**src/rtl/per_pkg.sv**
```systemverilog
`timescale 1ns / 1ps

package per_pkg;

   // Default number of table slots.
   localparam int TABLE_ENTRIES_DEF = 16;

   // Operation codes carried in the op field of a request word.
   localparam logic [2:0] OP_REQ_REGISTER = 3'd0;
   localparam logic [2:0] OP_REQ_ACTION   = 3'd1;
   localparam logic [2:0] OP_RECORD       = 3'd2;
   localparam logic [2:0] OP_APPLY        = 3'd3;
   localparam logic [2:0] OP_PLAYBACK     = 3'd4;
   localparam logic [2:0] OP_CLEAR        = 3'd5;
   localparam logic [2:0] OP_WRITE_ENTRY  = 3'd6;

   // Codes reported in the fired field.
   localparam logic [1:0] FIRED_NONE = 2'd0;
   localparam logic [1:0] FIRED_ON   = 2'd1;
   localparam logic [1:0] FIRED_OFF  = 2'd2;

   // One request word.
   typedef struct packed {
      logic [2:0]  op;
      logic [15:0] position;
      logic        request_flag;
      logic [3:0]  entry_index;
      logic        entry_level;
   } req_type;

   // One response word.
   typedef struct packed {
      logic [1:0] fired;
      logic       output_level;
      logic       pending_level;
      logic [4:0] recorded_count;
      logic [4:0] playback_position;
      logic       table_full;
   } rsp_type;

   // Commands from the controller to the datapath.
   typedef struct packed {
      logic capture;
      logic commit;
   } cmd_type;

endpackage

```
**src/rtl/per_datapath.sv**
```systemverilog
`timescale 1ns / 1ps

module per_datapath #(
   parameter int TABLE_ENTRIES = per_pkg::TABLE_ENTRIES_DEF
) (
   input  logic             clock,
   input  logic             reset,
   input  per_pkg::cmd_type cmd,
   input  per_pkg::req_type req_data,
   output per_pkg::rsp_type rsp_data
);

   localparam int IDX_W = (TABLE_ENTRIES > 1) ? $clog2(TABLE_ENTRIES) : 1;
   localparam int CNT_W = $clog2(TABLE_ENTRIES + 1);

   typedef struct packed {
      logic [15:0] position;
      logic        level;
   } entry_type;

   // Table storage, valid bits make never-written or cleared slots read as zero.
   entry_type              table_mem [TABLE_ENTRIES];
   logic [TABLE_ENTRIES-1:0] vld_ff;

   // Captured request and registered table read.
   per_pkg::req_type item_ff;
   entry_type        rd_entry_ff;
   logic             rd_vld_ff;

   // Architectural state.
   logic [CNT_W-1:0] rec_ff, rec_in;
   logic [CNT_W-1:0] play_ff, play_in;
   logic             cur_lvl_ff, cur_lvl_in;
   logic             nxt_lvl_ff, nxt_lvl_in;
   logic             reg_pend_ff, reg_pend_in;
   logic             act_pend_ff, act_pend_in;
   per_pkg::rsp_type rsp_ff, rsp_in;

   logic [CNT_W-1:0] prev_idx;
   logic [IDX_W-1:0] rd_addr;
   logic [15:0]      ent_pos;
   logic             ent_lvl;
   logic             wr_en;
   logic [IDX_W-1:0] wr_addr;
   entry_type        wr_entry;
   logic             clr_all;
   logic [CNT_W-1:0] rec_idx;
   logic [1:0]       fired;
   logic             full;

   // Read address: the awaited entry for playback, the newest entry otherwise.
   always_comb begin
      prev_idx = (rec_ff != '0) ? (rec_ff - CNT_W'(1)) : '0;
      if (req_data.op == per_pkg::OP_PLAYBACK) begin
         rd_addr = play_ff[IDX_W-1:0];
      end else begin
         rd_addr = prev_idx[IDX_W-1:0];
      end
   end

   // Capture the request word and read the table in the same cycle.
   always_ff @(posedge clock) begin
      if (cmd.capture) begin
         item_ff     <= req_data;
         rd_entry_ff <= table_mem[rd_addr];
         rd_vld_ff   <= vld_ff[rd_addr];
      end
   end

   assign ent_pos = rd_vld_ff ? rd_entry_ff.position : 16'd0;
   assign ent_lvl = rd_vld_ff ? rd_entry_ff.level : 1'b0;

   // Execute the captured operation.
   always_comb begin
      rec_in      = rec_ff;
      play_in     = play_ff;
      cur_lvl_in  = cur_lvl_ff;
      nxt_lvl_in  = nxt_lvl_ff;
      reg_pend_in = reg_pend_ff;
      act_pend_in = act_pend_ff;
      wr_en       = 1'b0;
      wr_addr     = '0;
      wr_entry    = '0;
      clr_all     = 1'b0;
      rec_idx     = rec_ff;
      fired       = per_pkg::FIRED_NONE;
      full        = 1'b0;

      unique case (item_ff.op)
         per_pkg::OP_REQ_REGISTER: begin
            nxt_lvl_in  = ~cur_lvl_ff;
            reg_pend_in = item_ff.request_flag;
         end
         per_pkg::OP_REQ_ACTION: begin
            nxt_lvl_in  = ~cur_lvl_ff;
            act_pend_in = item_ff.request_flag;
         end
         per_pkg::OP_RECORD: begin
            if (reg_pend_ff) begin
               reg_pend_in = 1'b0;
               // Same position as the newest entry overwrites it.
               if ((rec_ff != '0) && (ent_pos == item_ff.position)) begin
                  rec_idx = rec_ff - CNT_W'(1);
               end
               if (rec_idx < CNT_W'(TABLE_ENTRIES)) begin
                  wr_en             = 1'b1;
                  wr_addr           = rec_idx[IDX_W-1:0];
                  wr_entry.position = item_ff.position;
                  wr_entry.level    = nxt_lvl_ff;
                  rec_in            = rec_idx + CNT_W'(1);
               end else begin
                  full = 1'b1;
               end
            end
         end
         per_pkg::OP_APPLY: begin
            if (act_pend_ff) begin
               act_pend_in = 1'b0;
               cur_lvl_in  = nxt_lvl_ff;
               fired       = nxt_lvl_ff ? per_pkg::FIRED_ON : per_pkg::FIRED_OFF;
            end
         end
         per_pkg::OP_PLAYBACK: begin
            // A match loads pending and applies it at once.
            if ((play_ff < CNT_W'(TABLE_ENTRIES)) && (ent_pos == item_ff.position)) begin
               nxt_lvl_in  = ent_lvl;
               play_in     = play_ff + CNT_W'(1);
               act_pend_in = 1'b0;
               cur_lvl_in  = ent_lvl;
               fired       = ent_lvl ? per_pkg::FIRED_ON : per_pkg::FIRED_OFF;
            end
         end
         per_pkg::OP_CLEAR: begin
            clr_all = 1'b1;
            rec_in  = '0;
            play_in = '0;
         end
         per_pkg::OP_WRITE_ENTRY: begin
            if (32'(item_ff.entry_index) < 32'(TABLE_ENTRIES)) begin
               wr_en             = 1'b1;
               wr_addr           = IDX_W'(item_ff.entry_index);
               wr_entry.position = item_ff.position;
               wr_entry.level    = item_ff.entry_level;
            end
         end
         default: begin
         end
      endcase

      rsp_in.fired             = fired;
      rsp_in.output_level      = cur_lvl_in;
      rsp_in.pending_level     = nxt_lvl_in;
      rsp_in.recorded_count    = 5'(rec_in);
      rsp_in.playback_position = 5'(play_in);
      rsp_in.table_full        = full;
   end

   // Table write port.
   always_ff @(posedge clock) begin
      if (cmd.commit && wr_en) begin
         table_mem[wr_addr] <= wr_entry;
      end
   end

   // Control state and the response register.
   always_ff @(posedge clock) begin
      if (reset) begin
         vld_ff      <= '0;
         rec_ff      <= '0;
         play_ff     <= '0;
         cur_lvl_ff  <= 1'b0;
         nxt_lvl_ff  <= 1'b0;
         reg_pend_ff <= 1'b0;
         act_pend_ff <= 1'b0;
      end else if (cmd.commit) begin
         if (clr_all) begin
            vld_ff <= '0;
         end else if (wr_en) begin
            vld_ff[wr_addr] <= 1'b1;
         end
         rec_ff      <= rec_in;
         play_ff     <= play_in;
         cur_lvl_ff  <= cur_lvl_in;
         nxt_lvl_ff  <= nxt_lvl_in;
         reg_pend_ff <= reg_pend_in;
         act_pend_ff <= act_pend_in;
      end
   end

   always_ff @(posedge clock) begin
      if (cmd.commit) begin
         rsp_ff <= rsp_in;
      end
   end

   assign rsp_data = rsp_ff;

endmodule

```
**src/rtl/per_control.sv**
```systemverilog
`timescale 1ns / 1ps

module per_control (
   input  logic             clock,
   input  logic             reset,
   input  logic             req_valid,
   output logic             req_ready,
   output logic             rsp_valid,
   input  logic             rsp_ready,
   output per_pkg::cmd_type cmd
);

   typedef enum logic {
      ST_IDLE,
      ST_EXEC
   } state_type;

   state_type state_ff;
   logic      rsp_valid_ff;

   // One word in flight; the response register may still hold the previous one.
   assign req_ready   = (state_ff == ST_IDLE);
   assign cmd.capture = req_valid && req_ready;
   assign cmd.commit  = (state_ff == ST_EXEC) && (!rsp_valid_ff || rsp_ready);
   assign rsp_valid   = rsp_valid_ff;

   // State and response valid.
   always_ff @(posedge clock) begin
      if (reset) begin
         state_ff     <= ST_IDLE;
         rsp_valid_ff <= 1'b0;
      end else begin
         unique case (state_ff)
            ST_IDLE: begin
               if (rsp_ready) begin
                  rsp_valid_ff <= 1'b0;
               end
               if (cmd.capture) begin
                  state_ff <= ST_EXEC;
               end
            end
            ST_EXEC: begin
               if (cmd.commit) begin
                  rsp_valid_ff <= 1'b1;
                  state_ff     <= ST_IDLE;
               end else if (rsp_ready) begin
                  rsp_valid_ff <= 1'b0;
               end
            end
            default: begin
               state_ff <= ST_IDLE;
            end
         endcase
      end
   end

endmodule

```
**src/rtl/position_event_recorder.sv**
```systemverilog
`timescale 1ns / 1ps

// Position event recorder: records on/off switch events against machine
// position numbers in a table and plays them back.
// Request channel (req_valid, req_ready, req_data) takes one word per
// operation: register or action request, record tick, apply, playback tick,
// clear, or a direct table entry write. Every request word yields exactly one
// response word on the rsp_ channel with the fired code, both levels, the
// record and playback indices and the table-full flag.
// Each accepted word is captured together with a registered read of the table,
// then committed to the indices, levels and response register once that
// register is free; no new word is accepted until the current one is committed.
// The response sits in an output register, so a new request is accepted
// while the previous response waits; that request then holds in execution
// until the receiver takes the waiting response.
// Reset (synchronous) empties the table, zeroes both indices, levels and
// request flags, and drops any response not yet taken.
module position_event_recorder #(
   parameter int TABLE_ENTRIES = per_pkg::TABLE_ENTRIES_DEF
) (
   input  logic             clock,
   input  logic             reset,
   input  logic             req_valid,
   output logic             req_ready,
   input  per_pkg::req_type req_data,
   output logic             rsp_valid,
   input  logic             rsp_ready,
   output per_pkg::rsp_type rsp_data
);

   per_pkg::cmd_type cmd;

   // Sequencing of capture and commit.
   per_control u_control (
      .clock     (clock),
      .reset     (reset),
      .req_valid (req_valid),
      .req_ready (req_ready),
      .rsp_valid (rsp_valid),
      .rsp_ready (rsp_ready),
      .cmd       (cmd)
   );

   // Table, indices, levels and response register.
   per_datapath #(
      .TABLE_ENTRIES (TABLE_ENTRIES)
   ) u_datapath (
      .clock    (clock),
      .reset    (reset),
      .cmd      (cmd),
      .req_data (req_data),
      .rsp_data (rsp_data)
   );

endmodule

```
**config.mk**
```make
export PLATFORM = sky130hd
export DESIGN_NAME = position_event_recorder
export DESIGN_NICKNAME = d
export VERILOG_FILES = /design/src/rtl/per_pkg.sv /design/src/rtl/per_datapath.sv /design/src/rtl/per_control.sv /design/src/rtl/position_event_recorder.sv
export SDC_FILE = /design/constraint.sdc
export NUM_CORES = 1
export LEC_CHECK = 0
export ABC_AREA = 0
export BUFFER_PORTS_ARGS = -buffer_cell sky130_fd_sc_hd__buf_2
export CORE_MARGIN = 5
export CORE_UTILIZATION = 45
export CTS_CLUSTER_SIZE = 14
export DETAILED_ROUTE_END_ITERATION = 6
export SYNTH_ARGS = -nofsm -noshare
export SYNTH_HDL_FRONTEND = slang
export SYNTH_SLANG_ARGS = --single-unit
```
**constraint.sdc**
```tcl
create_clock -name clock -period 10.55 [get_ports clock]
set_clock_uncertainty 0.1 [all_clocks]
set_input_delay 1.055 -clock clock [delete_from_list [all_inputs] [get_ports clock]]
set_output_delay 1.055 -clock clock [all_outputs]
set_load 0.01 [all_outputs]
```
==> out/qor.yml, run 1 <==
clock-root-buffer: "clkbuf_16"
maxSlewHeadroom_pct: 17.7
cts_sinks: 362
grt_pass1_vias: 8940
fmax_mhz: 195
start_util_pct: 45.3
clkTransAtPathRegs_ps: 60
mostFrequentLayoutCells: "edfxtp_1 (330), nand2_1 (187), and2_1 (91), a211oi_1 (91), a21oi_1 (52)"
tns_ps: 0
syn_nets: 1199
rsz0062_at_grt: "false"
required_ps: 10600
finalHoldViolCount: 0
num_rows: 67
max_stage_delay_ps: 1050
n_fill_cell: 2932
seqCellArea_mm2: 0.0106
finalCritPeriodShare_pct: 48.6
hp-class: "reg2reg"
p_leak_nw: 5.71
mostFrequentLayoutCell: "edfxtp_1"
busiest_layer: "met2"
ys_async_sr_fraction_pct: 0
yosysWarnings: 0
clk-insertion-delay-late_ps: 550
synth_cell_types: 54
die-area_mm2: 0.0373
avgRoutedWirePerCell_um: 22.9
io_buffers: 45
post-place-ws_ps: 5370
cts_hold_buf: 0
numCtsBuffers: 39
gr-total-overflow: 0
crit_chain: "nand4b_1, o22ai_1, o22ai_1, or4_1, o21ai_1, and2_1, nand3_1, nor2_2"
dr.pass1.iters: 5
grt.total_usage_pct: 20.4
drt_iter0_markers: 847
final-instance-count-excl-fill: 1663
gp_congestion: 0.816
slowest_stage: "nor2_2"
vdd.ir_drop.worst_mv: 0.123
fin_ws_ps: 5420
cp-end-kind: "flip-flop"
avgSynthCellArea_um2: 12.9
use_met1_pct: 28.6
drcViolationCount: 0
finalMaxSlewViolations: 0
ant_nets: 0
cp-start-kind: "flip-flop"
criticalPathCategory: "reg2reg"
multi_input_area_mm2: 0.00430
period_minus_slack_ps: 5130
synthCells: 1167
cts_setup_buffers: 0
clock_path_buffers: 3
setup_violations: 0
die_x_um: 193
drive_above_1_share_pct: 11.4
place_inst: 1592
final_nets: 1217
vias: 9694
min-delay-start: "u_datapath.vld_ff[8]$_SDFFE_PP0P_"
use_met2_pct: 32.9
antenna_found_initial: 1
power.density_mw_per_mm2: 193
startpoint: "u_datapath.rd_vld_ff$_DFFE_PP_"
synth_seq_cells: 362
cts-resized-gates: 0
cpMostUsedCell: "o22ai_1"
critPathMaxFanout: 25
grt_pass1_wl_mm: 56.8
dp_hpwl_mm: 23.0
arrival_ps: 5180
ys_seq_area_share_pct: 69.9
synth_area_mm2: 0.0151
grt_max_degree: 83
h-tree-depth: 2
post_drt_via_cell_ratio: 5.83
synth_edf_count: 330
rr_startpoint: "u_datapath.rd_vld_ff$_DFFE_PP_"
num_io_pins: 46
coreArea_mm2: 0.0334
cts_tree: "yes"
dieHeight_um: 193
drt-total-wl_mm: 38.1
synth_top_flop_cell: "edfxtp_1"
holdWs_ps: 347
antenna_cells: 0
status: "finished, final reports clean"
grt_util_met3_pct: 3.24
worstMarginPinSlew_ps: 1220
syn2layout_area_growth_pct: 12.2
cap_violations: 0
-- cell families (layout without fill, tap and decap cells) --
logic type / after synthesis / after routing / share of synthesized area, %
and+or+nand+nor: 388 / 388 / 12.3
DFF: 362 / 362 / 69.9
AOI/OAI and AO/OA: 307 / 307 / 14.2
buffers and inverters: 91 / 139 / 2.38
xor gates and xnor gates: 10 / 10 / 0.580
muxes: 6 / 6 / 0.406
adders and majority gates: 3 / 3 / 0.249
-- metal layers --
metal  share of wire, %  vias up
met1                 43     4823
met3                6.3       57
met2                 48      315
met5                  0        -
li1                   -     4499
met4                3.0        0
-- flip-flops by register name, indices dropped and copies added, names as in the netlist, 5 cells and up --
name and cells:
u_datapath.table_mem 272, u_datapath.item_ff 25, u_datapath.rd_entry_ff 17, u_datapath.vld_ff 16, u_datapath.rsp_data 15, u_datapath.play_ff 5
u_datapath.rec_ff 5
-- path summary, 6_finish.rpt --
kind / depth (start not counted) / slack (ps) / end
max reg2reg: 8 / 5420 / u_datapath.table_mem[4][3]$_DFFE_PP_
min: 2 / 350 / u_datapath.vld_ff[8]$_SDFFE_PP0P_
max: 8 / 5420 / u_datapath.table_mem[4][3]$_DFFE_PP_
min reg2reg: 2 / 350 / u_datapath.vld_ff[8]$_SDFFE_PP0P_
-- per-stage QoR --
step	utilization [%]	cell area [um^2]	power [mW]
6_report	50.8	16900	3.27
5_1_grt	50.8	16900	3.40
4_1_cts	50.8	16900	3.30
3_5_place_dp	47.3	15800	2.05
3_3_place_gp	47.3	15800	2.05
2_1_floorplan	-	15100	1.91
-- final cells by class --
class / instances / share of cell area, %
clock buffer: 45 / 6.01
clock inverter: 26 / 0.923
inverter: 11 / 0.244
multi-input combinational: 714 / 25.4
sequential: 362 / 62.3
tap: 448 / 3.31
timing repair buffer: 57 / 1.86
-- worst max-delay path, delay by kind of cell, from the launching register on --
kind / cells / cell delay, ps
flip-flops: 1 / 870
AO/OA/AOI/OAI: 3 / 1140
AND/OR/NAND/NOR: 5 / 2600
-- where the power goes --
group	internal (mW)	switching (mW)	total [mW]
combinational	0.114	0.274	0.388
clock	0.696	0.554	1.25
sequential	1.60	0.0381	1.64
total	2.41	0.867	3.27
-- synthesized netlist by cell type, types with 3 or more instances --
master    number  area [um^2]
a21oi_1       53          265
nand4b_1      10         87.6
a211oi_1      91          683
a311oi_1      40          350
a21o_1         5         37.5
o21ai_0       16         80.1
o31ai_1       17          128
edfxtp_1     330         9910
mux2i_1        5         50.1
nor3b_1        4         30.0
xor2_1         8         70.1
inv_1         11         41.3
nor2b_1        5         31.3
nand2_1      187          702
nor3_1        12         60.1
o22ai_1       14         87.6
dfxtp_1       32          641
ha_1           3         37.5
or3_1          4         25.0
o211ai_1       3         22.5
clkbuf_1      72          270
buf_1          3         11.3
or4_1          3         22.5
and2_1        91          569
nor2_1        37          139
nand3_1       22          110
a31oi_1       38          238
nand4_1        3         18.8
nand2b_1       5         31.3
o21a_1        10         75.1
Note: power is estimated with default switching activity, not from simulation.
==> inputs of run 2 (changes only) <==
- clock period: 10.55 -> 5.1 ns (I/O delays scaled with it)
==> run 2 against run 1 <==
Effect of this change:
- die area unchanged
- fmax up 17%
- critical endpoint is now u_datapath.table_mem[15][10]$_DFFE_PP_
- utilization up 0.75 points
- power up 110%
- first-iteration DRC count up 15%
- cell count up 1.6%
- global-route usage up 0.38 points
- critical path depth unchanged
- clock-buffer cell count up 4
- flip-flop and latch count unchanged
- routed wire length up 2.2%
- hold slack worse by 290 ps
==> out/qor.yml, run 2 (synthesis gave the netlist of run 1 again) <==
grt_pass1_wl_mm: 58.0
rr_startpoint: "u_datapath.rd_vld_ff$_DFFE_PP_"
cts_tree: "yes"
fin_ws_ps: 731
swShare_pct: 25.7
gr-total-overflow: 0
post-place-ws_ps: 763
criticalPathCategory: "reg2reg"
startpoint: "u_datapath.rd_vld_ff$_DFFE_PP_"
post_dp_cell_area_mm2: 0.0161
dp_hpwl_mm: 24.2
cts_hold_buf: 0
final_nets: 1248
dieHeight_um: 193
start_util_pct: 45.3
cap_violations: 0
switching_power_mw: 1.74
critPathMaxFanout: 25
vias: 9919
num_io_pins: 46
dr.pass1.iters: 7
drt-total-wl_mm: 38.9
period_minus_slack_ps: 4370
power.density_mw_per_mm2: 393
mostFrequentLayoutCells: "edfxtp_1 (330), nand2_1 (187), and2_1 (91), a211oi_1 (91), a21oi_1 (51)"
numCtsBuffers: 38
postLayoutCoreUtil_pct: 51.5
clkPwrFrac_pct: 37.4
setup_violations: 0
status: "finished, final reports clean"
h-tree-depth: 2
clk-insertion-delay-late_ps: 520
avgRoutedWirePerCell_um: 23.0
die-area_mm2: 0.0373
cts-resized-gates: 0
finalMaxSlewViolations: 0
rsz0062_at_grt: "false"
grt_max_degree: 78
power.internal_mw: 5.03
p_leak_nw: 5.88
largest-register: "u_datapath.table_mem"
tns_ps: 0
hp-class: "in2reg"
reg.largest.list: "u_datapath.table_mem x272, u_datapath.item_ff x25, u_datapath.rd_entry_ff x17"
num_rows: 67
largest_reg_flops: 272
cp-start-kind: "flip-flop"
clock_path_buffers: 3
grt_pass1_vias: 9396
maxSlewHeadroom_pct: 32.5
clkTransAtPathRegs_ps: 60
drt_iter0_markers: 976
n_fill_cell: 2904
grt.total_usage_pct: 20.7
die_x_um: 193
cts_setup_buffers: 0
fmax_mhz: 229
antenna_found_initial: 0
ant_nets: 0
clock-root-buffer: "clkbuf_16"
drive_above_1_share_pct: 13.4
mostFrequentLayoutCell: "edfxtp_1"
post_drt_via_cell_ratio: 5.87
finalCritPeriodShare_pct: 85.7
worstMarginPinSlew_ps: 1010
reg2reg_slack_ps: 730
coreArea_mm2: 0.0334
syn2layout_area_growth_pct: 13.9
io_buffers: 45
finalHoldViolCount: 0
finalInstanceArea_mm2: 0.0172
cp-end-kind: "flip-flop"
vdd.ir_drop.worst_mv: 0.336
gp_congestion: 0.849
arrival_ps: 4410
cts_sinks: 362
drcViolationCount: 0
ff2ff_path_depth: 8
comb_power_share_pct: 12.8
power_frac_seq_pct: 49.8
required_ps: 5140
rr_endpoint: "u_datapath.table_mem[15][10]$_DFFE_PP_"
antenna_cells: 0
cp-endpoint: "u_datapath.table_mem[15][10]$_DFFE_PP_"
run 2: worst max-delay path, stage by stage, from the launching register on:
cell	delay, ps
edfxtp_1	840
nand4b_1	160
o22ai_1	180
o22ai_1	130
or4_1	680
or4_1	640
nand2_1	110
a32oi_1	230
nor2_2	900
run 2: how the worst min path moves through the flow:
stage	startpoint	endpoint	slack (ps)	cells after the start
after global placement	u_datapath.vld_ff[8]$_SDFFE_PP0P_	u_datapath.vld_ff[8]$_SDFFE_PP0P_	330	2
after CTS	req_data[18]	u_datapath.item_ff[18]$_DFFE_PP_	40	1
after detailed placement	u_datapath.vld_ff[8]$_SDFFE_PP0P_	u_datapath.vld_ff[8]$_SDFFE_PP0P_	330	2
after global routing	req_data[20]	u_datapath.item_ff[20]$_DFFE_PP_	50	1
after floorplan	u_datapath.vld_ff[0]$_SDFFE_PP0P_	u_datapath.vld_ff[0]$_SDFFE_PP0P_	320	2
final	req_data[18]	u_datapath.item_ff[18]$_DFFE_PP_	60	1
run 2: area by class of cell:
cell class | instances | area (um^2) | area share, %
Sequential cell | 362 | 10600 | 61.4
Multi-Input combinational cell | 714 | 4300 | 25.0
Clock buffer | 49 | 1010 | 5.89
Timing Repair Buffer | 89 | 618 | 3.59
Tap cell | 448 | 561 | 3.26
Clock inverter | 17 | 106 | 0.619
Inverter | 11 | 41.3 | 0.240
run 2: power groups by stage:
stage	registers [mW]	logic, mW	clock network [mW]
floorplan	3.40	0.554	0
global placement	3.43	0.861	0
detailed placement	3.43	0.867	0
CTS	3.36	0.869	2.59
global route	3.37	0.939	2.71
finish	3.37	0.867	2.53
run 2: through the flow:
stage | hold slack [ps] | cells | total power, mW
after floorplan | 317 | 1167 | 3.95
after global placement | 327 | 1624 | 4.29
after detailed placement | 331 | 1624 | 4.29
after CTS | 35.1 | 1690 | 6.83
after global routing | 45.3 | 1690 | 7.02
final | 61.5 | 1690 | 6.76
run 2: metal layers:
layer / GRT usage, % / up-vias / share of wire, %
met3: 3.44 / 78 / 6.8
li1: - / 4555 / -
met1: 27.7 / 4908 / 41
met4: 7.60 / 0 / 3.5
met2: 34.5 / 378 / 49
met5: 0 / - / 0
